==> config.mk <==
export PLATFORM = sky130hd
export DESIGN_NAME = gf256_arith_unit
export DESIGN_NICKNAME = d
export VERILOG_FILES = /design/src/design/gfau_pkg.sv /design/src/design/gfau_dp.sv /design/src/design/gfau_ctrl.sv /design/src/design/gf256_arith_unit.sv
export SDC_FILE = /design/constraint.sdc
export NUM_CORES = 1
export LEC_CHECK = 0
export ABC_AREA = 1
export BUFFER_PORTS_ARGS = -buffer_cell sky130_fd_sc_hd__buf_4
export CORE_AREA = 2 2 118 166
export CTS_BUF_LIST = sky130_fd_sc_hd__clkbuf_4 sky130_fd_sc_hd__clkbuf_8
export CTS_CLUSTER_DIAMETER = 40
export DETAILED_ROUTE_END_ITERATION = 8
export DIE_AREA = 0 0 120 168
export GPL_TIMING_DRIVEN = 0
export PLACE_DENSITY = 0.39
export SETUP_SLACK_MARGIN = 0.4
export SKIP_CTS_REPAIR_TIMING = 1
export SYNTH_ARGS = -nofsm -noshare
export SYNTH_HDL_FRONTEND = slang
export SYNTH_SLANG_ARGS = --single-unit
==> constraint.sdc <==
create_clock -name clk -period 2.6 [get_ports clk]
set_input_delay 0.78 -clock clk [delete_from_list [all_inputs] [get_ports clk]]
set_output_delay 0.78 -clock clk [all_outputs]
set_load 0.03 [all_outputs]
==> src/design/gfau_pkg.sv <==
package gfau_pkg;

	localparam logic [8:0] GF_POLY    = 9'h11B;
	localparam logic [7:0] GF_INV_EXP = 8'd254;
	localparam logic [7:0] GF_ONE     = 8'h01;
	localparam int unsigned EXP_BITS  = 8;

	typedef enum logic [2:0] {
		ACT_ADD = 3'd0,
		ACT_MUL = 3'd1,
		ACT_POW = 3'd2,
		ACT_INV = 3'd3,
		ACT_DIV = 3'd4
	} action_t;

	typedef enum logic [1:0] {
		MSEL_ACC_BASE,
		MSEL_BASE_BASE,
		MSEL_A_ACC,
		MSEL_A_B
	} mul_sel_t;

	typedef enum logic [1:0] {
		RES_XOR,
		RES_MUL,
		RES_ACC,
		RES_ZERO
	} res_sel_t;

	typedef struct packed {
		logic     load;
		logic     step_mul;
		logic     step_sqr;
		logic     step_fin;
		logic     write_out;
		mul_sel_t mul_sel;
		res_sel_t res_sel;
	} gfau_cmd_t;

	// Multiply in GF(2^8): Horner form, one shift-and-reduce per bit of y.
	function automatic logic [7:0] gf_mul(input logic [7:0] x, input logic [7:0] y);
		logic [7:0] p;
		p = '0;
		for (int k = 7; k >= 0; k--) begin
			p = {p[6:0], 1'b0} ^ (p[7] ? GF_POLY[7:0] : 8'h00);
			if (y[k]) begin
				p = p ^ x;
			end
		end
		return p;
	endfunction

endpackage

==> src/design/gfau_dp.sv <==
module gfau_dp (
	input  logic               clk,
	input  logic [2:0]         action,
	input  logic [7:0]         operand_a,
	input  logic [7:0]         operand_b,
	input  gfau_pkg::gfau_cmd_t cmd,
	output logic [7:0]         result
);
	import gfau_pkg::*;

	logic [7:0] a_q, b_q, acc_q, base_q, exp_q, result_q;
	logic [7:0] mul_x, mul_y, prod;

	always_comb begin
		unique case (cmd.mul_sel)
			MSEL_ACC_BASE:  begin mul_x = acc_q;  mul_y = base_q; end
			MSEL_BASE_BASE: begin mul_x = base_q; mul_y = base_q; end
			MSEL_A_ACC:     begin mul_x = a_q;    mul_y = acc_q;  end
			default:        begin mul_x = a_q;    mul_y = b_q;    end
		endcase
	end

	// The single shared field multiplier.
	assign prod = gf_mul(mul_x, mul_y);

	always_ff @(posedge clk) begin
		if (cmd.load) begin
			a_q    <= operand_a;
			b_q    <= operand_b;
			acc_q  <= GF_ONE;
			base_q <= (action == ACT_DIV) ? operand_b : operand_a;
			exp_q  <= (action == ACT_POW) ? operand_b : GF_INV_EXP;
		end
		if (cmd.step_mul && exp_q[0]) begin
			acc_q <= prod;
		end
		if (cmd.step_sqr) begin
			base_q <= prod;
			exp_q  <= {1'b0, exp_q[7:1]};
		end
		if (cmd.step_fin) begin
			acc_q <= prod;
		end
		if (cmd.write_out) begin
			unique case (cmd.res_sel)
				RES_XOR: result_q <= a_q ^ b_q;
				RES_MUL: result_q <= prod;
				RES_ACC: result_q <= acc_q;
				default: result_q <= '0;
			endcase
		end
	end

	assign result = result_q;

endmodule

==> src/design/gfau_ctrl.sv <==
module gfau_ctrl (
	input  logic               clk,
	input  logic               arst_n,
	input  logic               in_valid,
	output logic               in_ready,
	input  logic [2:0]         action,
	output logic               out_valid,
	input  logic               out_ready,
	output gfau_pkg::gfau_cmd_t cmd
);
	import gfau_pkg::*;

	typedef enum logic [2:0] {
		ST_IDLE,
		ST_MUL,
		ST_SQR,
		ST_FIN,
		ST_WB
	} state_t;

	localparam logic [2:0] LAST_BIT = 3'(EXP_BITS - 1);

	state_t     state_q;
	logic [2:0] bit_q;
	logic       div_q;
	res_sel_t   res_q;
	logic       out_valid_q;
	res_sel_t   res_dec;

	always_comb begin
		unique case (action) inside
			ACT_ADD:                   res_dec = RES_XOR;
			ACT_MUL:                   res_dec = RES_MUL;
			ACT_POW, ACT_INV, ACT_DIV: res_dec = RES_ACC;
			default:                   res_dec = RES_ZERO;
		endcase
	end

	always_comb begin
		cmd = '{load: 1'b0, step_mul: 1'b0, step_sqr: 1'b0, step_fin: 1'b0,
			write_out: 1'b0, mul_sel: MSEL_A_B, res_sel: res_q};
		unique case (state_q)
			ST_IDLE: begin
				cmd.load = in_valid;
			end
			ST_MUL: begin
				cmd.step_mul = 1'b1;
				cmd.mul_sel  = MSEL_ACC_BASE;
			end
			ST_SQR: begin
				cmd.step_sqr = 1'b1;
				cmd.mul_sel  = MSEL_BASE_BASE;
			end
			ST_FIN: begin
				cmd.step_fin = 1'b1;
				cmd.mul_sel  = MSEL_A_ACC;
			end
			ST_WB: begin
				// The result register is free once the waiting item is taken.
				cmd.write_out = !out_valid_q || out_ready;
			end
			default: begin
				cmd.load = 1'b0;
			end
		endcase
	end

	always_ff @(posedge clk or negedge arst_n) begin
		if (!arst_n) begin
			state_q     <= ST_IDLE;
			bit_q       <= '0;
			div_q       <= 1'b0;
			res_q       <= RES_ZERO;
			out_valid_q <= 1'b0;
		end else begin
			if (cmd.write_out) begin
				out_valid_q <= 1'b1;
			end else if (out_ready) begin
				out_valid_q <= 1'b0;
			end
			unique case (state_q)
				ST_IDLE: begin
					if (in_valid) begin
						res_q <= res_dec;
						div_q <= (action == ACT_DIV);
						bit_q <= '0;
						state_q <= (res_dec == RES_ACC) ? ST_MUL : ST_WB;
					end
				end
				ST_MUL: begin
					state_q <= ST_SQR;
				end
				ST_SQR: begin
					bit_q <= bit_q + 3'd1;
					if (bit_q == LAST_BIT) begin
						state_q <= div_q ? ST_FIN : ST_WB;
					end else begin
						state_q <= ST_MUL;
					end
				end
				ST_FIN: begin
					state_q <= ST_WB;
				end
				ST_WB: begin
					if (cmd.write_out) begin
						state_q <= ST_IDLE;
					end
				end
				default: begin
					state_q <= ST_IDLE;
				end
			endcase
		end
	end

	assign in_ready  = (state_q == ST_IDLE);
	assign out_valid = out_valid_q;

endmodule

==> src/design/gf256_arith_unit.sv <==
// Byte arithmetic over GF(2^8) modulo x^8+x^4+x^3+x+1 (0x11B), one item at a time.
// Add, multiply and the unused codes go from the accepting cycle straight to one result
// write. Their result and out_valid are registered at that write, which waits while an
// earlier result is still not taken. For power, inverse and divide the time is set by
// the one shared field multiplier, which walks the eight exponent bits with a multiply
// step and a squaring step each. Divide then adds a final multiply by the dividend.
// Inverse is a^254, so the inverse of zero and any division by zero give zero, and
// a^0 gives 1 for every a. The result register lets a new item be accepted while
// the previous result still waits to be taken. The next result write then waits
// until that result has left.
module gf256_arith_unit (
	input  logic       clk,
	input  logic       arst_n,
	input  logic       in_valid,
	output logic       in_ready,
	input  logic [2:0] action,
	input  logic [7:0] operand_a,
	input  logic [7:0] operand_b,
	output logic       out_valid,
	input  logic       out_ready,
	output logic [7:0] result
);
	import gfau_pkg::*;

	gfau_cmd_t cmd;

	gfau_ctrl u_ctrl (
		.clk       (clk),
		.arst_n    (arst_n),
		.in_valid  (in_valid),
		.in_ready  (in_ready),
		.action    (action),
		.out_valid (out_valid),
		.out_ready (out_ready),
		.cmd       (cmd)
	);

	gfau_dp u_dp (
		.clk       (clk),
		.action    (action),
		.operand_a (operand_a),
		.operand_b (operand_b),
		.cmd       (cmd),
		.result    (result)
	);

	a_load_on_accept: assert property (@(posedge clk) disable iff (!arst_n)
		cmd.load |-> (in_valid && in_ready))
		else $error("operands loaded without an accepted item");

	a_busy_after_accept: assert property (@(posedge clk) disable iff (!arst_n)
		(in_valid && in_ready) |=> !in_ready)
		else $error("unit ready again straight after accepting an item");

	a_valid_from_write: assert property (@(posedge clk) disable iff (!arst_n)
		$rose(out_valid) |-> $past(cmd.write_out))
		else $error("result shown without a result write");

	a_one_step_kind: assert property (@(posedge clk) disable iff (!arst_n)
		$onehot0({cmd.load, cmd.step_mul, cmd.step_sqr, cmd.step_fin, cmd.write_out}))
		else $error("datapath given more than one command at once");

endmodule
==> impl_metrics.env, run 1 <==
export IMPL_mostFrequentLayoutCells="nand2_1, inv_1, buf_4"
export IMPL_fin_worst_skew_ns=0.01296
export IMPL_grt_pass1_wl_um=22610
export IMPL_fp_dieW_um=120
export IMPL_drcViolationCount=0
export IMPL_die_h_um=168
export IMPL_period_minus_slack_ns=2.952
export IMPL_yosysWarningCount=0
export IMPL_violations="negative setup slack"
export IMPL_grt_ovfl_total=0
export IMPL_cts_buffers=9
export IMPL_first_pass_iters=4
export IMPL_hold_viol_final=0
export IMPL_antenna_cells=0
export IMPL_grt_pass1_vias=4109
export IMPL_status="finished with violations"
export IMPL_vias=4277
export IMPL_place_gp_congestion=0.8428
export IMPL_drt_wirelength_per_cell_um=15.42
export IMPL_synth_seq_cells=58
export IMPL_antenna_found_initial=0
export IMPL_die_area_um2=20160
export IMPL_cp_required_ns=2.69
export IMPL_drive_gt1_share_pct=31.15
export IMPL_synth_top_cell_area_share_pct=30.64
export IMPL_syn_nets=658
export IMPL_reg2reg_from="u_ctrl.state_q[1]"
export IMPL_cts_tree="done"
export IMPL_yosys_area_top_type="edfxtp_1"
export IMPL_insertion_delay_ns=0.34
export IMPL_yosysUniqueCellTypes=44
export IMPL_startpoint_type="flop"
export IMPL_critical_path_class="flop to flop"
export IMPL_port_buffers=32
export IMPL_syn2layout_area_growth_pct=32.94
export IMPL_cts_sinks=58
export IMPL_fin_crit_sh_pct=113.5
export IMPL_worstMarginPinSlew_ns=1.023
export IMPL_initial_core_util_pct=24.45
export IMPL_cts_max_path_buffers=2
export IMPL_avgSynthCellArea_um2=7.278
export IMPL_nNetsFinal=739
export IMPL_netlist_area_um2=4607
export IMPL_htree_levels=3
export IMPL_final_core_util_pct=32.50
export IMPL_cts_root_buffer="clkbuf_8"
export IMPL_setup_tns_ns=-5.003
export IMPL_placed_area_um2=5229
export IMPL_design_area_um2=6125
export IMPL_path_clk_slew_ns=0.07
export IMPL_via_per_inst=4.423
export IMPL_antenna_left=0
export IMPL_finalMaxSlewViolations=0
export IMPL_core_region_area_um2=18840
export IMPL_std_cell_rows=60
export IMPL_synth_area_top_cells="edfxtp_1, nand2_1, inv_1, nand3_1, nor2_1"
export IMPL_hold_path_class="input pin to asynchronous set/reset pin"
export IMPL_path_max_fanout=10
export IMPL_reg2reg_depth=18
export IMPL_drt_iter0_drc=181
export IMPL_worstPathArrival_ns=3.04
export IMPL_worst_slack_ns=-0.3521
export IMPL_drt_wl_total_um=14910
export IMPL_io_pins=33
export IMPL_synthCells=633
export IMPL_hpwl_um=11650
export IMPL_layout_commonest_cell="nand2_1"
export IMPL_setup_viol=24
export IMPL_grt_setup_unrepaired="yes"
export IMPL_r2r_end="u_dp.result[5]"
export IMPL_max_slew_margin_pct=31.54
export IMPL_ff2ff_setup_slack_ns=-0.35
export IMPL_fmax_ghz=0.3387
export IMPL_grt_use_total_pct=14.74
export IMPL_grt_start_max_net_pins=19
export IMPL_drv_cap=0
export IMPL_yosysSeqAreaShare_pct=36.56
export IMPL_cp_end_kind="flop"
export IMPL_fin_hold_ws_ns=0.2532
-- synthesized netlist by cell type, drive strengths merged --
library cell,instances
nand2,235
inv,77
nor2,73
nand3,65
edfxtp,47
o21ai,25
xor2,25
or2,13
xnor2,12
dfrtp,8
nand3b,7
a31oi,5
a32o,5
buf,5
clkbuf,5
nand4,5
a21oi,4
clkinv,2
dfstp,2
ha,2
mux2i,2
nor3,2
a211oi,1
a22oi,1
a31o,1
dfxtp,1
o211ai,1
o31ai,1
o32ai,1
-- cell families (layout without fill, tap and decap cells) --
family          Yosys count  in the layout  share of synthesized area [%]
simple gates            400            400                          40.85
buf+inv                  89            175                          7.985
flops                    58             58                          36.56
compound gates           45             45                          6.274
xor+xnor                 37             37                          7.360
fa+ha+maj                 2              2                         0.5431
mux                       2              2                         0.4346
-- worst max-delay path by stage --
stage / startpoint / end / slack (ns) / depth (start not counted)
3_3_place_gp: u_ctrl.state_q[1] / u_dp.result[4] / -0.65 / 19
5_1_grt: u_ctrl.state_q[0] / u_dp.acc_q[1] / -0.52 / 22
6_report: u_ctrl.state_q[1] / u_dp.result[5] / -0.35 / 18
4_1_cts: u_ctrl.state_q[1] / u_dp.result[4] / -0.70 / 19
3_5_place_dp: u_ctrl.state_q[1] / u_dp.result[4] / -0.69 / 19
2_1_floorplan: u_ctrl.state_q[2] / u_dp.base_q[6] / 0.19 / 19
-- worst max-delay path, stage by stage, from the launching register on --
cell and delay [ns]:
dfrtp_1 0.36, buf_8 0.17, inv_2 0.06, nand2_4 0.08, nand3_4 0.10, buf_12 0.17, nand2_4 0.07, nand3_4 0.13
buf_6 0.15, nand2_1 0.06, xor2_1 0.20, nand3_1 0.12, nand3b_1 0.14, nand2_2 0.13, or2_1 0.26, nand3b_1 0.11
nand3b_1 0.16, nand3_1 0.14, nand2_2 0.09
-- metrics by stage --
| stage | std cells | setup WS [ns] |
|---|---|---|
| 2_1_floorplan | 633 | 0.1873 |
| 3_3_place_gp | 913 | -0.6494 |
| 3_5_place_dp | 913 | -0.6907 |
| 4_1_cts | 929 | -0.7028 |
| 5_1_grt | 967 | -0.5170 |
| 6_report | 967 | -0.3521 |
-- final cells by class --
| cell class | instances | area, um2 |
|---|---|---|
| clock inverters | 4 | 42.54 |
| flip-flops and latches | 58 | 1685 |
| well taps | 248 | 310.3 |
| plain buffers | 10 | 101.3 |
| multi-input cells | 486 | 2929 |
| clock buffers | 12 | 146.4 |
| fillers | 2016 | 12720 |
| inverters | 79 | 311.5 |
| repair buffers | 70 | 598.1 |
-- registers in the layout, indices dropped and copies added (netlist names) --
register	count
u_ctrl.res_q	2
u_dp.exp_q	8
u_ctrl.out_valid	1
u_dp.a_q	8
u_dp.result	8
u_dp.b_q	8
u_ctrl.div_q	1
u_ctrl.bit_q	3
u_ctrl.state_q	3
u_dp.base_q	8
u_dp.acc_q	8
-- per-layer routing --
metal	routed length, um	GRT usage (%)	share of wire, %
met5	0	0	0
met4	461	5.985	3.1
met3	371	1.795	2.5
met2	8110	27.37	54
met1	5965	16.85	40
Power of run 1 is left out: the tool's default activity adds up to more than one toggle a clock period on the data nets, which glitch-free logic cannot reach.
==> run 2, diff against run 1 <==
--- a/config.mk
+++ b/config.mk
@@ -7,13 +7,12 @@
 export LEC_CHECK = 0
 export ABC_AREA = 1
 export BUFFER_PORTS_ARGS = -buffer_cell sky130_fd_sc_hd__buf_4
-export CORE_AREA = 2 2 118 166
+export CORE_AREA = 2 2 79 112
 export CTS_BUF_LIST = sky130_fd_sc_hd__clkbuf_4 sky130_fd_sc_hd__clkbuf_8
-export CTS_CLUSTER_DIAMETER = 40
 export DETAILED_ROUTE_END_ITERATION = 8
-export DIE_AREA = 0 0 120 168
+export DIE_AREA = 0 0 81 114
 export GPL_TIMING_DRIVEN = 0
-export PLACE_DENSITY = 0.39
+export PLACE_DENSITY = 0.76
 export SETUP_SLACK_MARGIN = 0.4
 export SKIP_CTS_REPAIR_TIMING = 1
 export SYNTH_ARGS = -nofsm -noshare
==> run 2 against run 1 <==
  * The run still ends with negative setup slack left
  * Cell count down 14%
  * Register-to-register slack worse by 0.07 ns
  * Sequential cell count unchanged
  * Via count up 10%
  * Clock skew down 0.0013 ns
  * Global-route usage up 14 points
  * Maximum frequency down 2.3%
  * Non-clock buffer count up 5
  * Worst hold slack better by 0.0019 ns
  * Sequential share of layout area down 0.55 points
  * Worst setup slack worse by 0.068 ns
  * Critical endpoint is now u_dp.result[7]
==> impl_metrics.env, run 2 (synthesis results as in run 1) <==
export IMPL_status="finished with violations"
export IMPL_violations="negative setup slack"
export IMPL_finalMaxSlewViolations=0
export IMPL_io_pins=33
export IMPL_die_h_um=114
export IMPL_path_clk_slew_ns=0.06
export IMPL_critical_path_class="flop to flop"
export IMPL_hpwl_um=9808
export IMPL_fp_dieW_um=81
export IMPL_insertion_delay_ns=0.34
export IMPL_drive_gt1_share_pct=37.90
export IMPL_die_area_um2=9234
export IMPL_cp_required_ns=2.68
export IMPL_max_slew_margin_pct=36.28
export IMPL_vias=4715
export IMPL_drt_wirelength_per_cell_um=17.23
export IMPL_fin_crit_sh_pct=116.2
export IMPL_cts_root_buffer="clkbuf_8"
export IMPL_fin_worst_skew_ns=0.01163
export IMPL_port_buffers=32
export IMPL_fill_cells=593
export IMPL_htree_levels=3
export IMPL_drcViolationCount=0
export IMPL_startpoint_type="flop"
export IMPL_nNetsFinal=744
export IMPL_via_per_inst=5.694
export IMPL_grt_start_max_net_pins=19
export IMPL_period_minus_slack_ns=3.020
export IMPL_place_gp_congestion=0.9496
export IMPL_path_max_fanout=7
export IMPL_antenna_cells=0
export IMPL_antenna_left=0
export IMPL_ff2ff_setup_slack_ns=-0.42
export IMPL_cts_sinks=58
export IMPL_std_cell_rows=40
export IMPL_cts_buffers=9
export IMPL_grt_setup_unrepaired="yes"
export IMPL_drt_wl_total_um=14270
export IMPL_core_region_area_um2=8308
export IMPL_first_pass_iters=5
export IMPL_cp_end_kind="flop"
export IMPL_initial_core_util_pct=55.45
export IMPL_cts_max_path_buffers=2
export IMPL_antenna_found_initial=0
export IMPL_layout_commonest_cell="nand2_1"
export IMPL_grt_pass1_wl_um=20070
export IMPL_grt_pass1_vias=4359
export IMPL_syn2layout_area_growth_pct=35.63
export IMPL_drv_cap=0
export IMPL_drt_iter0_drc=460
export IMPL_mostFrequentLayoutCells="nand2_1, inv_1, buf_4"
export IMPL_hold_viol_final=0
export IMPL_worst_slack_ns=-0.4201
export IMPL_fmax_ghz=0.3311
export IMPL_grt_use_total_pct=28.68
export IMPL_cts_tree="done"
export IMPL_setup_viol=24
export IMPL_design_area_um2=6248
export IMPL_placed_area_um2=5050
export IMPL_grt_ovfl_total=0
export IMPL_worstPathArrival_ns=3.10
export IMPL_hold_path_class="input pin to asynchronous set/reset pin"
export IMPL_worstMarginPinSlew_ns=0.9523
## run 2: layout make-up
class / count / area [um2] / area share, %
multi-input combinational: 486 / 3184 / 50.96
sequential: 58 / 1685 / 26.97
timing repair buffer: 75 / 666.9 / 10.67
inverter: 79 / 306.5 / 4.906
clock buffer: 10 / 131.4 / 2.103
tap: 105 / 131.4 / 2.103
buffer: 10 / 96.34 / 1.542
clock inverter: 5 / 46.29 / 0.7409
## run 2: final timing paths
| path | startpoint | endpoint | depth (start not counted) |
|---|---|---|---|
| worst max-delay path | u_ctrl.state_q[1] | u_dp.result[7] | 16 |
| worst min-delay path | arst_n | u_ctrl.state_q[2] | 1 |
| worst max register to register | u_ctrl.state_q[1] | u_dp.result[7] | 16 |
| worst min register to register | u_dp.exp_q[7] | u_dp.exp_q[7] | 2 |
| max in group asynchronous | arst_n | u_ctrl.res_q[0] | 1 |
| min in group clk | u_dp.exp_q[7] | u_dp.exp_q[7] | 2 |
## run 2: critical path: stages, from the launching register on
cell and delay, ns:
dfrtp_1 0.43, buf_8 0.17, o21ai_4 0.32, nand2_1 0.17
nand3_4 0.17, nand2_2 0.09, xor2_2 0.26, inv_1 0.08
nand2_2 0.09, nand2_2 0.06, buf_6 0.13, buf_4 0.14
xnor2_2 0.15, inv_1 0.06, or2_1 0.26, nand3_1 0.08
nand3_1 0.10
## run 2: per-stage QoR
| step | cells | setup WS (ns) | setup TNS, ns | hold slack [ns] | utilization, % |
|---|---|---|---|---|---|
| CTS | 785 | -0.4600 | -7.270 | 0.2440 | 62.92 |
| floorplan | 633 | 0.1873 | 0 | 0.4311 | - |
| detailed placement | 770 | -0.4806 | -7.307 | 0.4671 | 60.78 |
| global placement | 770 | -0.4664 | -6.850 | 0.4568 | 60.78 |
| global route | 828 | -0.5273 | -10.22 | 0.2595 | 75.21 |
| finish | 828 | -0.4201 | -7.469 | 0.2551 | 75.21 |
## run 2: metal layers
metal,GRT usage (%),wire [um]
met1,30.71,4942
met2,50.74,7658
met3,4.035,775
met4,19.66,890
met5,0,0
Power of run 2 is left out for the same reason.
